File: src/rtl/cfsd_pkg.sv
// Shared constants, types and result codes for the comb filter synchronous detector.
// No dependencies; every other file in rtl/ imports this package.
package cfsd_pkg;

    // Converter and filter widths
    localparam int SAMPLE_BITS = 12;
    localparam int COMB_W      = SAMPLE_BITS + 1;
    localparam int CASC_W      = SAMPLE_BITS + 2;
    localparam int SUM_W       = 18;
    localparam int TOTAL_W     = 32;
    localparam int VALUE_W     = 33;
    localparam int INDEX_W     = 3;

    // Frame and delay geometry
    localparam int FRAME_LEN   = 120;
    localparam int FPOS_W      = $clog2(FRAME_LEN);
    localparam int LONG_DELAY  = 30;
    localparam int SHORT_DELAY = 25;
    localparam int CHAIN_LEN   = (LONG_DELAY > SHORT_DELAY) ? LONG_DELAY : SHORT_DELAY;

    // Detector banks
    localparam int NUM_P10     = 5;
    localparam int NUM_P12     = 6;
    localparam int NUM_CHAN    = 3;
    localparam int PHASE_W     = 4;

    // Result sequence of one item: sample, five period-10, six period-12, three totals
    localparam int SEQ_W        = 4;
    localparam int SEQ_P10_BASE = 1;
    localparam int SEQ_P12_BASE = SEQ_P10_BASE + NUM_P10;
    localparam int SEQ_TOT_BASE = SEQ_P12_BASE + NUM_P12;
    localparam int LAST_SEQ     = SEQ_TOT_BASE + NUM_CHAN - 1;

    // Stream packing
    localparam int S_TDATA_W = ((3 * SAMPLE_BITS + 7) / 8) * 8;
    localparam int M_FIELD_W = INDEX_W + VALUE_W + 2 * COMB_W + CASC_W;
    localparam int M_TDATA_W = ((M_FIELD_W + 7) / 8) * 8;

    typedef enum logic [1:0] {
        KIND_SAMPLE  = 2'd0,
        KIND_PERIOD10 = 2'd1,
        KIND_PERIOD12 = 2'd2,
        KIND_TOTAL   = 2'd3
    } kind_t;

    // Read and clear request from the output sequencer to the detector
    typedef struct packed {
        logic               active;
        kind_t              kind;
        logic [INDEX_W-1:0] idx;
    } rd_t;

endpackage

File: src/rtl/cfsd_cell.sv
// One cell of the channel A delay chain: holds a raw sample and a 25-comb value.
// Depends on cfsd_pkg for widths.
module cfsd_cell
    import cfsd_pkg::*;
(
    input  logic                   aclk,
    input  logic                   aresetn,
    input  logic                   shift_en,
    input  logic [SAMPLE_BITS-1:0] raw_in,
    input  logic [COMB_W-1:0]      comb_in,
    output logic [SAMPLE_BITS-1:0] raw_out,
    output logic [COMB_W-1:0]      comb_out
);

    logic [SAMPLE_BITS-1:0] raw_reg;
    logic [COMB_W-1:0]      comb_reg;

    // Take the neighbor's values on every accepted item
    always_ff @(posedge aclk) begin
        if (!aresetn) begin
            raw_reg  <= '0;
            comb_reg <= '0;
        end else if (shift_en) begin
            raw_reg  <= raw_in;
            comb_reg <= comb_in;
        end
    end

    assign raw_out  = raw_reg;
    assign comb_out = comb_reg;

endmodule

File: src/rtl/cfsd_detect.sv
// Frame counter, square-wave detector accumulators and channel totals.
// Depends on cfsd_pkg; the sequencer reads sums one at a time, clearing all but totals.
module cfsd_detect
    import cfsd_pkg::*;
(
    input  logic                   aclk,
    input  logic                   aresetn,
    input  logic                   accept,
    input  logic [SAMPLE_BITS-1:0] sample_a,
    input  logic [SAMPLE_BITS-1:0] sample_b,
    input  logic [SAMPLE_BITS-1:0] sample_c,
    input  logic [COMB_W-1:0]      comb_thirty,
    input  logic [COMB_W-1:0]      comb_twentyfive,
    input  rd_t                    rd,
    output logic                   frame_end,
    output logic [VALUE_W-1:0]     rd_value
);

    logic [FPOS_W-1:0]  frame_pos_reg, frame_pos_next;
    logic [PHASE_W-1:0] p10_reg, p10_next;
    logic [PHASE_W-1:0] p12_reg, p12_next;
    logic [SUM_W-1:0]   sum10_reg [NUM_P10];
    logic [SUM_W-1:0]   sum10_next[NUM_P10];
    logic [SUM_W-1:0]   sum12_reg [NUM_P12];
    logic [SUM_W-1:0]   sum12_next[NUM_P12];
    logic [TOTAL_W-1:0] total_reg [NUM_CHAN];
    logic [TOTAL_W-1:0] total_next[NUM_CHAN];

    logic [PHASE_W-1:0] p10_hi;
    logic [PHASE_W-1:0] p12_hi;
    logic [SUM_W-1:0]   c30_ext;
    logic [SUM_W-1:0]   c25_ext;

    assign frame_end = frame_pos_reg >= FPOS_W'(FRAME_LEN - 1);
    assign p10_hi    = p10_reg - PHASE_W'(NUM_P10);
    assign p12_hi    = p12_reg - PHASE_W'(NUM_P12);
    assign c30_ext   = SUM_W'(comb_thirty);
    assign c25_ext   = SUM_W'(comb_twentyfive);

    // Advance frame position and the two phase counters
    always_comb begin
        frame_pos_next = frame_pos_reg;
        p10_next       = p10_reg;
        p12_next       = p12_reg;
        if (accept) begin
            if (frame_end) begin
                frame_pos_next = '0;
                p10_next       = '0;
                p12_next       = '0;
            end else begin
                frame_pos_next = frame_pos_reg + 1'b1;
                p10_next = (p10_reg == PHASE_W'(2 * NUM_P10 - 1)) ? '0 : p10_reg + 1'b1;
                p12_next = (p12_reg == PHASE_W'(2 * NUM_P12 - 1)) ? '0 : p12_reg + 1'b1;
            end
        end
    end

    // Accumulate on accept; clear a sum once the sequencer has taken it
    always_comb begin
        sum10_next = sum10_reg;
        sum12_next = sum12_reg;
        total_next = total_reg;
        if (accept) begin
            if (p10_reg < PHASE_W'(NUM_P10)) begin
                sum10_next[p10_reg[INDEX_W-1:0]] = sum10_reg[p10_reg[INDEX_W-1:0]] - c30_ext;
            end else begin
                sum10_next[p10_hi[INDEX_W-1:0]] = sum10_reg[p10_hi[INDEX_W-1:0]] + c30_ext;
            end
            if (p12_reg < PHASE_W'(NUM_P12)) begin
                sum12_next[p12_reg[INDEX_W-1:0]] = sum12_reg[p12_reg[INDEX_W-1:0]] - c25_ext;
            end else begin
                sum12_next[p12_hi[INDEX_W-1:0]] = sum12_reg[p12_hi[INDEX_W-1:0]] + c25_ext;
            end
            total_next[0] = total_reg[0] + TOTAL_W'(sample_a);
            total_next[1] = total_reg[1] + TOTAL_W'(sample_b);
            total_next[2] = total_reg[2] + TOTAL_W'(sample_c);
        end
        if (rd.active && rd.kind == KIND_PERIOD10) begin
            sum10_next[rd.idx] = '0;
        end
        if (rd.active && rd.kind == KIND_PERIOD12) begin
            sum12_next[rd.idx] = '0;
        end
    end

    // Hold state
    always_ff @(posedge aclk) begin
        if (!aresetn) begin
            frame_pos_reg <= '0;
            p10_reg       <= '0;
            p12_reg       <= '0;
            for (int i = 0; i < NUM_P10; i++) sum10_reg[i] <= '0;
            for (int i = 0; i < NUM_P12; i++) sum12_reg[i] <= '0;
            for (int i = 0; i < NUM_CHAN; i++) total_reg[i] <= '0;
        end else begin
            frame_pos_reg <= frame_pos_next;
            p10_reg       <= p10_next;
            p12_reg       <= p12_next;
            sum10_reg     <= sum10_next;
            sum12_reg     <= sum12_next;
            total_reg     <= total_next;
        end
    end

    // Select the sum the sequencer asks for; detector sums sign-extend
    always_comb begin
        unique case (rd.kind)
            KIND_PERIOD10: rd_value = {{(VALUE_W - SUM_W){sum10_reg[rd.idx][SUM_W-1]}},
                                       sum10_reg[rd.idx]};
            KIND_PERIOD12: rd_value = {{(VALUE_W - SUM_W){sum12_reg[rd.idx][SUM_W-1]}},
                                       sum12_reg[rd.idx]};
            KIND_TOTAL:    rd_value = VALUE_W'(total_reg[rd.idx[1:0]]);
            default:       rd_value = '0;
        endcase
    end

endmodule

File: src/rtl/comb_filter_sync_detector.sv
// Top level of the comb filter synchronous detector: delay chain, detector, result sequencer.
// Depends on cfsd_pkg, cfsd_cell and cfsd_detect.
//
// Usage:
//   s_ channel: one item per converter triple (samples A, B, C in s_tdata).
//   m_ channel: result items. Every input item gives one filtered-sample item
//   (kind 0 in m_tuser) carrying the three comb outputs. The last item of a
//   120-item frame adds five period-10 sums, six period-12 sums and three
//   channel totals; m_tlast marks the final result of each input item.
//   The sample result of an item passes the sequencer slot, then the output register.
//   Throughput: one item per cycle while the receiver takes results; a
//   frame-ending item holds the single result-sequencer slot until its last result
//   is out, so s_tready drops once per frame. The sequencer emits one result
//   per cycle while the output register is free; it and the receiver limit the rate.
//   Reset (aresetn low, synchronous): delay lines, sums, totals and the frame
//   position clear to zero; no result is pending.
//   Receiver stall: the output register holds its item while m_tready is low;
//   one more item is taken into the sequencer slot, then s_tready drops.
module comb_filter_sync_detector
    import cfsd_pkg::*;
(
    input  logic                 aclk,
    input  logic                 aresetn,
    input  logic                 s_tvalid,
    output logic                 s_tready,
    // sample_a [11:0], sample_b [23:12], sample_c [35:24], zero fill to 40
    input  logic [S_TDATA_W-1:0] s_tdata,
    output logic                 m_tvalid,
    input  logic                 m_tready,
    // index [2:0], value [35:3], comb_thirty [48:36], comb_twentyfive [61:49],
    // comb_cascade [75:62], zero fill to 80
    output logic [M_TDATA_W-1:0] m_tdata,
    // kind [1:0]
    output logic [1:0]           m_tuser,
    output logic                 m_tlast
);

    logic [SAMPLE_BITS-1:0] sample_a, sample_b, sample_c;
    logic                   accept;

    assign sample_a = s_tdata[SAMPLE_BITS-1:0];
    assign sample_b = s_tdata[2*SAMPLE_BITS-1:SAMPLE_BITS];
    assign sample_c = s_tdata[3*SAMPLE_BITS-1:2*SAMPLE_BITS];
    assign accept   = s_tvalid && s_tready;

    // Delay chain of cells
    logic [SAMPLE_BITS-1:0] raw_tap [CHAIN_LEN];
    logic [COMB_W-1:0]      comb_tap[CHAIN_LEN];
    logic [COMB_W-1:0]      c30, c25;
    logic [CASC_W-1:0]      casc;

    assign c30  = COMB_W'(sample_a) + COMB_W'(raw_tap[LONG_DELAY-1]);
    assign c25  = COMB_W'(sample_a) + COMB_W'(raw_tap[SHORT_DELAY-1]);
    assign casc = CASC_W'(c25) + CASC_W'(comb_tap[LONG_DELAY-1]);

    for (genvar k = 0; k < CHAIN_LEN; k++) begin : g_chain
        if (k == 0) begin : g_head
            cfsd_cell u_cell (
                .aclk     (aclk),
                .aresetn  (aresetn),
                .shift_en (accept),
                .raw_in   (sample_a),
                .comb_in  (c25),
                .raw_out  (raw_tap[k]),
                .comb_out (comb_tap[k])
            );
        end else begin : g_body
            cfsd_cell u_cell (
                .aclk     (aclk),
                .aresetn  (aresetn),
                .shift_en (accept),
                .raw_in   (raw_tap[k-1]),
                .comb_in  (comb_tap[k-1]),
                .raw_out  (raw_tap[k]),
                .comb_out (comb_tap[k])
            );
        end
    end

    // Detector
    rd_t                rd;
    logic               frame_end;
    logic [VALUE_W-1:0] rd_value;

    cfsd_detect u_detect (
        .aclk            (aclk),
        .aresetn         (aresetn),
        .accept          (accept),
        .sample_a        (sample_a),
        .sample_b        (sample_b),
        .sample_c        (sample_c),
        .comb_thirty     (c30),
        .comb_twentyfive (c25),
        .rd              (rd),
        .frame_end       (frame_end),
        .rd_value        (rd_value)
    );

    // Sequencer slot: one item's results, one per cycle while the output register can take them
    logic               job_valid_reg;
    logic               job_end_reg;
    logic [COMB_W-1:0]  job_c30_reg, job_c25_reg;
    logic [CASC_W-1:0]  job_casc_reg;
    logic [SEQ_W-1:0]   seq_reg;

    logic               m_tvalid_reg;
    logic [M_TDATA_W-1:0] m_tdata_reg;
    logic [1:0]         m_tuser_reg;
    logic               m_tlast_reg;

    logic               out_load, move, job_done;
    kind_t              res_kind;
    logic [SEQ_W-1:0]   res_off;
    logic               res_last;
    logic [VALUE_W-1:0] res_value;

    assign out_load = !m_tvalid_reg || m_tready;
    assign move     = job_valid_reg && out_load;
    assign job_done = move && (seq_reg == SEQ_W'(LAST_SEQ) || (seq_reg == '0 && !job_end_reg));
    assign s_tready = !job_valid_reg || job_done;

    // Decode the current result from the sequence count
    always_comb begin
        res_off  = '0;
        res_last = 1'b0;
        if (seq_reg == '0) begin
            res_kind = KIND_SAMPLE;
            res_last = !job_end_reg;
        end else if (seq_reg < SEQ_W'(SEQ_P12_BASE)) begin
            res_kind = KIND_PERIOD10;
            res_off  = seq_reg - SEQ_W'(SEQ_P10_BASE);
        end else if (seq_reg < SEQ_W'(SEQ_TOT_BASE)) begin
            res_kind = KIND_PERIOD12;
            res_off  = seq_reg - SEQ_W'(SEQ_P12_BASE);
        end else begin
            res_kind = KIND_TOTAL;
            res_off  = seq_reg - SEQ_W'(SEQ_TOT_BASE);
            res_last = seq_reg == SEQ_W'(LAST_SEQ);
        end
    end

    assign rd.active = move;
    assign rd.kind   = res_kind;
    assign rd.idx    = res_off[INDEX_W-1:0];
    assign res_value = (res_kind == KIND_SAMPLE) ? '0 : rd_value;

    // Load a new item into the slot, or step through its results
    always_ff @(posedge aclk) begin
        if (!aresetn) begin
            job_valid_reg <= 1'b0;
            job_end_reg   <= 1'b0;
            seq_reg       <= '0;
        end else if (accept) begin
            job_valid_reg <= 1'b1;
            job_end_reg   <= frame_end;
            seq_reg       <= '0;
        end else if (job_done) begin
            job_valid_reg <= 1'b0;
            seq_reg       <= '0;
        end else if (move) begin
            seq_reg <= seq_reg + 1'b1;
        end
    end

    always_ff @(posedge aclk) begin
        if (accept) begin
            job_c30_reg  <= c30;
            job_c25_reg  <= c25;
            job_casc_reg <= casc;
        end
    end

    // Output register
    always_ff @(posedge aclk) begin
        if (!aresetn) begin
            m_tvalid_reg <= 1'b0;
        end else if (move) begin
            m_tvalid_reg <= 1'b1;
        end else if (m_tready) begin
            m_tvalid_reg <= 1'b0;
        end
    end

    always_ff @(posedge aclk) begin
        if (move) begin
            m_tuser_reg <= res_kind;
            m_tlast_reg <= res_last;
            if (res_kind == KIND_SAMPLE) begin
                m_tdata_reg <= M_TDATA_W'({job_casc_reg, job_c25_reg, job_c30_reg,
                                           res_value, res_off[INDEX_W-1:0]});
            end else begin
                m_tdata_reg <= M_TDATA_W'({(2 * COMB_W + CASC_W)'(0),
                                           res_value, res_off[INDEX_W-1:0]});
            end
        end
    end

    assign m_tvalid = m_tvalid_reg;
    assign m_tdata  = m_tdata_reg;
    assign m_tuser  = m_tuser_reg;
    assign m_tlast  = m_tlast_reg;

    // Checks
    a_frame_job: assert property (@(posedge aclk) disable iff (!aresetn)
        accept && frame_end |=> job_valid_reg && job_end_reg)
        else $error("frame-ending item not loaded as a burst job");

    a_seq_range: assert property (@(posedge aclk) disable iff (!aresetn)
        seq_reg <= SEQ_W'(LAST_SEQ))
        else $error("result sequence count out of range");

    a_seq_burst: assert property (@(posedge aclk) disable iff (!aresetn)
        seq_reg != '0 |-> job_valid_reg && job_end_reg)
        else $error("sum results sequenced outside a frame-ending item");

    a_total_last: assert property (@(posedge aclk) disable iff (!aresetn)
        m_tvalid && m_tuser == KIND_TOTAL && m_tdata[INDEX_W-1:0] == INDEX_W'(NUM_CHAN - 1)
        |-> m_tlast)
        else $error("last channel total not marked last");

endmodule
File: config.mk
export PLATFORM = sky130hd
export DESIGN_NAME = comb_filter_sync_detector
export DESIGN_NICKNAME = d
export VERILOG_FILES = /design/src/rtl/cfsd_pkg.sv /design/src/rtl/cfsd_cell.sv /design/src/rtl/cfsd_detect.sv /design/src/rtl/comb_filter_sync_detector.sv
export SDC_FILE = /design/constraint.sdc
export NUM_CORES = 2
export LEC_CHECK = 0
export BUFFER_PORTS_ARGS = -buffer_cell sky130_fd_sc_hd__buf_2
export CAP_MARGIN = 0
export CORE_MARGIN = 4
export CORE_UTILIZATION = 38
export CTS_BUF_LIST = sky130_fd_sc_hd__clkbuf_8 sky130_fd_sc_hd__clkbuf_16
export CTS_CLUSTER_SIZE = 30
export DETAILED_ROUTE_END_ITERATION = 8
export PLACE_DENSITY = 0.6
export RECOVER_POWER = 100
export SYNTH_ARGS = -nofsm -noshare
export SYNTH_HDL_FRONTEND = slang
export SYNTH_HIERARCHICAL = 1
export SYNTH_SLANG_ARGS = --single-unit
File: constraint.sdc
create_clock -name aclk -period 5.03 [get_ports aclk]
set_input_delay 1.006 -clock aclk [delete_from_list [all_inputs] [get_ports aclk]]
set_output_delay 1.006 -clock aclk [all_outputs]
set_load 0.1 [all_outputs]
Yosys cells after proc, flatten, opt, wreduce, memory -nomap -nowiden

Index checks and enable logic that the tools add are counted.

Bits in registers: 1,189
Output and inout port bits: 85
Word-level logic and storage cells: 223
Input bits: 44

Add/subtract/negate cells: 19
$lt $le $gt $ge: 16
Bitwise gates (word level): 11
Equality and inequality tests: 6
Multiplexer cells: 61
Reductions and logical operators: 22

Operators by type and width:

| kind                                                     | number |
|---|---|
| binary-select mux 18 bit (select 3 bit)                  | 6 |
| two-way mux 108 bit                                      | 3 |
| two-way mux 18 bit                                       | 17 |
| demux 18 bit (select 3 bit)                              | 5 |
| two-way mux 90 bit                                       | 3 |
| bitwise mux 108 bit                                      | 2 |
| bitwise mux 90 bit                                       | 2 |
| bitwise AND 108 bit                                      | 1 |
| NOT 108 bit                                              | 1 |
| one-hot mux 33 bit (3 select lines)                      | 1 |
| adder 32 x 12 -> 32 bit                                  | 3 |
| bitwise AND 90 bit                                       | 1 |
| NOT 90 bit                                               | 1 |
| binary-select mux 32 bit (select 2 bit)                  | 1 |
| two-way mux 32 bit                                       | 2 |
| adder 18 x 13 -> 18 bit                                  | 2 |
| subtractor 18 x 13 -> 18 bit                             | 2 |
| two-way mux 33 bit                                       | 1 |
| adder 12 x 12 -> 13 bit                                  | 2 |
| greater-or-equal comparator 4 bit, second input constant | 5 |
| < comparator 4 x 1 -> 1 bit, second input constant       | 5 |
| NOT 3 -> 4 bit                                           | 5 |
| two-way mux 4 bit                                        | 4 |
| adder 13 x 13 -> 14 bit                                  | 1 |
| other kinds (24)                                         | 59 |

Longest topological paths before layout

Word-level depth: 12
Mapped depth: 23
Gate-level depth less buffers: 18

Modules after synthesis

Netlist, hierarchy kept.

By module, submodules not included:

| module                    | sequential area each (sq um) | area each (sq um) | instances | cells an instance |
|---|---|---|---|---|
| cfsd_cell                 | 500.5                        | 965.9             | 30        | 80 |
| cfsd_detect               | 6,185.9                      | 23,229.8          | 1         | 3,038 |
| comb_filter_sync_detector | 3,713.6                      | 6,273.5           | 1         | 494 |

Worst setup path after synthesis

Ideal clock, no wire load.

Path type: reg2reg
Start point: reg u_detect.p10_reg[0]
End point: reg u_detect/sum10_reg[87] in the netlist's numbering
Slack: 0.422 ns
Cell stages (with the launch flop): 21
Path buffers: 7
Required time: 4.946 ns
Data arrival time: 4.524 ns
Path through: dfxtp_1 -> buf_4 -> buf_4 -> inv_1 -> buf_1 -> ha_1 -> xnor2_1 -> buf_2 -> buf_2 -> buf_2 -> clkbuf_1 -> o31ai_1 -> ha_1 -> nand2_1 -> o31a_1 -> a21oi_1 -> a21o_1 -> a21oi_1 -> a21oi_1 -> o2bb2a_4 -> o31ai_4

Cells in the longest elaborated chain, start to end: 11
Elaborated cells on any way between the ends: 28

Ends and longest elaborated chain:

| item                                                                          | line              | text |
|---|---|---|
| from (decl)                                                                   | cfsd_detect.sv:20 | `logic [PHASE_W-1:0] p10_reg, p10_next;` |
| from (signal assigned)                                                        | cfsd_detect.sv:97 | `p10_reg <= p10_next;` |
| subtractor 3 bit                                                              | cfsd_detect.sv:35 | `assign p10_hi = p10_reg - PHASE_W'(NUM_P10);` |
| NOT 3 -> 4 bit (implied by the code)                                          | cfsd_detect.sv:67 | `sum10_next[p10_hi[INDEX_W-1:0]] = sum10_reg[p10_hi[INDEX_W-1:0]] + c30_ext;` |
| binary-select mux 18 bit (select 3 bit) (tied with other cells)               | cfsd_detect.sv:67 |  |
| two-way mux 18 bit (implied by the code) or logical AND 1 bit (tied branches) | cfsd_detect.sv:67 |  |
| two-way mux 18 bit (implied by the code)                                      | cfsd_detect.sv:67 |  |
| adder 18 x 13 -> 18 bit or demux 18 bit (select 3 bit) (tied branches)        | cfsd_detect.sv:67 |  |
| bitwise mux 90 bit                                                            | cfsd_detect.sv:67 |  |
| two-way mux 90 bit *                                                          | cfsd_detect.sv:64 | `if (p10_reg < PHASE_W'(NUM_P10)) begin` |
| two-way mux 90 bit *                                                          | cfsd_detect.sv:63 | `if (accept) begin` |
| bitwise AND 90 bit (no line)                                                  | -                 |  |
| two-way mux 90 bit *                                                          | cfsd_detect.sv:78 | `if (rd.active && rd.kind == KIND_PERIOD10) begin` |
| to (signal assigned)                                                          | cfsd_detect.sv:99 | `sum10_reg <= sum10_next;` |
| to (decl)                                                                     | cfsd_detect.sv:22 | `logic [SUM_W-1:0] sum10_reg [NUM_P10];` |

Mark *: on every way between the ends. The rest lies on a longest branch, timed or not. The select of a mux whose other input is x is not followed.
A chain may end at the register's enable or synchronous reset.

Worst setup path after layout

Start point: in s_tdata[0]
End point: reg u_detect/sum12_reg[13] in the netlist's numbering

Cells in the longest elaborated chain, start to end: 7
Elaborated cells on any way between the ends: 9

Ends and longest elaborated chain:

| item                                                                    | line                                 | text |
|---|---|---|
| from (decl)                                                             | comb_filter_sync_detector.sv:27      | `input logic [S_TDATA_W-1:0] s_tdata,` |
| adder 12 x 12 -> 13 bit *                                               | comb_filter_sync_detector.sv:53      | `assign c25 = COMB_W'(sample_a) + COMB_W'(raw_tap[SHORT_DELAY-1]);` |
| via c25[2]                                                              | comb_filter_sync_detector.sv:49      | `logic [COMB_W-1:0] c30, c25;` |
| adder 18 x 13 -> 18 bit or subtractor 18 x 13 -> 18 bit (tied branches) | cfsd_detect.sv:72, cfsd_detect.sv:70 |  |
| bitwise mux 108 bit, on equally long branches                           | cfsd_detect.sv:72, cfsd_detect.sv:70 |  |
| two-way mux 108 bit *                                                   | cfsd_detect.sv:69                    | `if (p12_reg < PHASE_W'(NUM_P12)) begin` |
| two-way mux 108 bit *                                                   | cfsd_detect.sv:63                    |  |
| bitwise AND 108 bit (no line)                                           | -                                    |  |
| two-way mux 108 bit *                                                   | cfsd_detect.sv:81                    | `if (rd.active && rd.kind == KIND_PERIOD12) begin` |
| to (signal assigned)                                                    | cfsd_detect.sv:100                   | `sum12_reg <= sum12_next;` |
| to (decl)                                                               | cfsd_detect.sv:24                    | `logic [SUM_W-1:0] sum12_reg [NUM_P12];` |

The timed path passes the listed nets; every way through them passes the cells marked *.

==> metrics.csv <==
stage;metric;value;unit
setup_path;Worst R2R End;m_tdata[7]$_SDFFCE_PN0P_;
run;max cap viols;6;
sta;unrepaired setup endpoints after global routing;false;
sta;Slew @ Worst Pin;3.39;ns
placed_design;PortBufs;120;
pwr;Power Dens Cells;357;nW/um^2
logic_synthesis;Synth top cells by count;1066 x dfxtp_1, 906 x mux2i_1, 807 x nor2b_1;
layout;final core occ;43.1;%
detailed_routing;Avg WL per Cell;20.7;um
logic_synthesis;Yosys top cell area share;36.5;%
setup_path;Crit path required time;5.68;ns
sta;Peak Freq;0.206;GHz
detailed_routing;DRT Wirelength;172000;um
layout;area grow syn2layout;12.3;%
pwr;Peak supply drop;0.000272;V
setup_path;R2R cell count;13;
sta;max_slew headroom;-126;%
setup_path;buffer and inverter count on the worst path;6;
logic_synthesis;Syn. warnings;6;
placed_design;Detailed Place HPWL;114000;um
logic_synthesis;Synth area leaders;dfxtp_1 36%, mux2i_1 16%, nor2b_1 8.6%, edfxtp_1 6.1%, ha_1 3.0%;
cts;hold_buf cts;0;
status;failing checks;max-capacitance violations, max-slew violations;
setup_path;Crit Path Class;in2reg;
sta;hold slack;0.473;ns
cts;H-tree levels;4;
setup_path;critical path launch point;s_tdata[0];
sta;Hold Fails Final Rpt;0;
setup_path;Worst path max stage delay;0.63;ns
placed_design;Final GP Congestion;0.981;
logic_synthesis;synth unique cells;105;
setup_path;Startpoint Class;input port;
setup_path;Critical-path top delay cell;clkbuf_1;
cts;clock buffers created by TritonCTS;132;
floorplan;std cell rows;143;
cts;worst skew pair latency;0.78;ns
logic_synthesis;Synth async-reset ratio;0;%
setup_path;worst path cell trace;clkbuf_1 > ha_1 > inv_1 > fa_1 > clkbuf_4 > xnor2_1 > clkbuf_1 > ha_1 > a211oi_1 > clkbuf_1 > o311ai_0 > buf_4 > a31o_2 > a21o_1 > xor2_1 > a221oi_1 > a21o_1;
setup_path;stages on the worst setup path;17;
global_routing;antenna violations before repair;5;
logic_synthesis;Cells after Synth;5932;
sta;final period utilization;96.4;%
floorplan;Initial Utilization;38.4;%
logic_synthesis;Yosys reg bits;1185;
global_routing;global-route wire length before repair;261000;um
sta;max-slew violation count;383;
layout;fin nets;6353;
detailed_routing;Antenna Violating Nets Remaining;0;
detailed_routing;TritonRoute pass-1 iters;6;
logic_synthesis;main flop type after synthesis;dfxtp_1;
floorplan;die area;160000;um^2
worst_hold_path;Hold WC Path Type;reg2reg;
global_routing;grt total ovfl;0;
floorplan;core region area;152000;um^2
logic_synthesis;Avg Cell Area, Syn;9.86;um^2
sta;Setup TNS;0;ns
cts;TritonCTS clock tree;built;
detailed_routing;routed vias/inst;5.45;
logic_synthesis;count leader, synth;dfxtp_1;
status;status;finished with violations;
detailed_routing;DRT iter0 DRCs;4514;
logic_synthesis;Post-synth EDFFs;119;
detailed_routing;# DRC;0;
sta;worst setup margin;0.182;ns
layout;number of flip-flops in the largest register;377;
sta;clk_skew;0.0465;ns
global_routing;largest net degree at the start of global routing;281;
logic_synthesis;Synth Cell Area;58500;um^2
setup_path;critical path's most frequent cell;clkbuf_1;
logic_synthesis;area leader, netlist;dfxtp_1;
cts;root buf cell;clkbuf_16;
cts;clock-pin slew on the worst setup and hold paths;0.06;ns
global_routing;number of global-route vias before repair;42600;
setup_path;Crit Path Max Fanout;6;
setup_path;crit path capture type;register;
cts;Post-CTS Setup Bufs;0;
placed_design;DP Worst Slack;-0.126;ns
pwr;P_leak;24.8;nW
setup_path;Arrival @ worst endpoint;5.50;ns
setup_path;crit path capture;u_detect/sum12_reg[13]$_SDFF_PN0_;
detailed_routing;via count;45200;
layout;layout cells sized above 1;9.65;%
floorplan;Boundary Pins;129;
cts;cts repair resizes;0;
cts;clock buffer depth;3;
setup_path;R2R setup slack;0.28;ns
setup_path;crit-path leading delay family;buffers and inverters;
sta;setup violators final;0;
cts;clk sink count;1185;
logic_synthesis;register area share after synthesis;42.6;%
sta;minimum clock period;4.85;ns
floorplan;Die Y;400;um
global_routing;total track usage;20.5;%
floorplan;Die Wd;400;um
setup_path;worst r2r src;seq_reg[1]$_SDFFE_PP0P_;
## worst min path at each step
stage	from	end	slack, ns	cells after the start
floorplan	u_detect/total_reg[95]$_SDFFE_PN0P_	u_detect/total_reg[95]$_SDFFE_PN0P_	0.44	2
global placement	u_detect/total_reg[95]$_SDFFE_PN0P_	u_detect/total_reg[95]$_SDFFE_PN0P_	0.46	2
detailed placement	u_detect/total_reg[31]$_SDFFE_PN0P_	u_detect/total_reg[31]$_SDFFE_PN0P_	0.47	2
CTS	u_detect/total_reg[95]$_SDFFE_PN0P_	u_detect/total_reg[95]$_SDFFE_PN0P_	0.48	2
global route	job_end_reg$_SDFFE_PN0P_	job_end_reg$_SDFFE_PN0P_	0.50	2
finish	u_detect/total_reg[63]$_SDFFE_PN0P_	u_detect/total_reg[63]$_SDFFE_PN0P_	0.47	2
## worst register-to-register path: cells and delay by family (launching register included)
family	cells	cell delay (ns)
buffers and inverters	3	1.21
adders and majority gates	1	0.26
and+or+nand+nor	5	1.41
AOI/OAI and AO/OA	4	1.05
DFF	1	0.53
## logic make-up after synthesis
group,after synthesis,synth area share (%)
AOI/OAI and AO/OA,1193,13.3
xor gates and xnor gates,154,2.32
adders and majority gates,148,3.29
buffers and inverters,460,5.17
DFF,1185,42.6
muxes,943,16.6
other,1,0.00641
and+or+nand+nor,1848,16.7
## per-stage QoR
stage | power (mW) | cells | area (um^2)
floorplan | 12.9 | 5935 | 58500
global placement | 14.1 | 8057 | 61900
detailed placement | 14.2 | 8057 | 61900
CTS | 23.7 | 8297 | 66200
global route | 24.3 | 8298 | 65700
finish | 23.4 | 8301 | 65700
## layout by cell type, fill, tap and decap left out, types with 138 or more instances in the layout
master and n:
a21oi_1 237, inv_1 144, buf_4 239, nor2b_1 806, o21ai_0 330, dfxtp_1 1064, mux2i_1 906, ha_1 138
clkbuf_1 138, nand2_1 355, nor2_1 337
## per-layer routing
layer / global-route usage (%) / wire length (um)
met1: 28.0 / 75500
met2: 30.3 / 72200
met3: 4.60 / 14900
met4: 10.8 / 9270
met5: 0 / 14
## power by group
part           switching, mW  total (mW)  internal [mW]  leakage (nW)
logic                   2.57        4.01           1.44          12.8
clock network           4.10        9.43           5.33          2.27
registers              0.199        9.98           9.78          9.75
total                   6.87        23.4           16.5          24.8
## cell type report
cell class | instances | area, um^2
repair buffers | 447 | 2900
fillers | 14900 | 86800
multi-input cells | 4290 | 30600
clock buffers | 156 | 3640
well taps | 2030 | 2540
inverters | 105 | 397
flip-flops and latches | 1185 | 24900
clock inverters | 84 | 681
diodes | 4 | 10.0
Power figures use the tool's default switching activity.
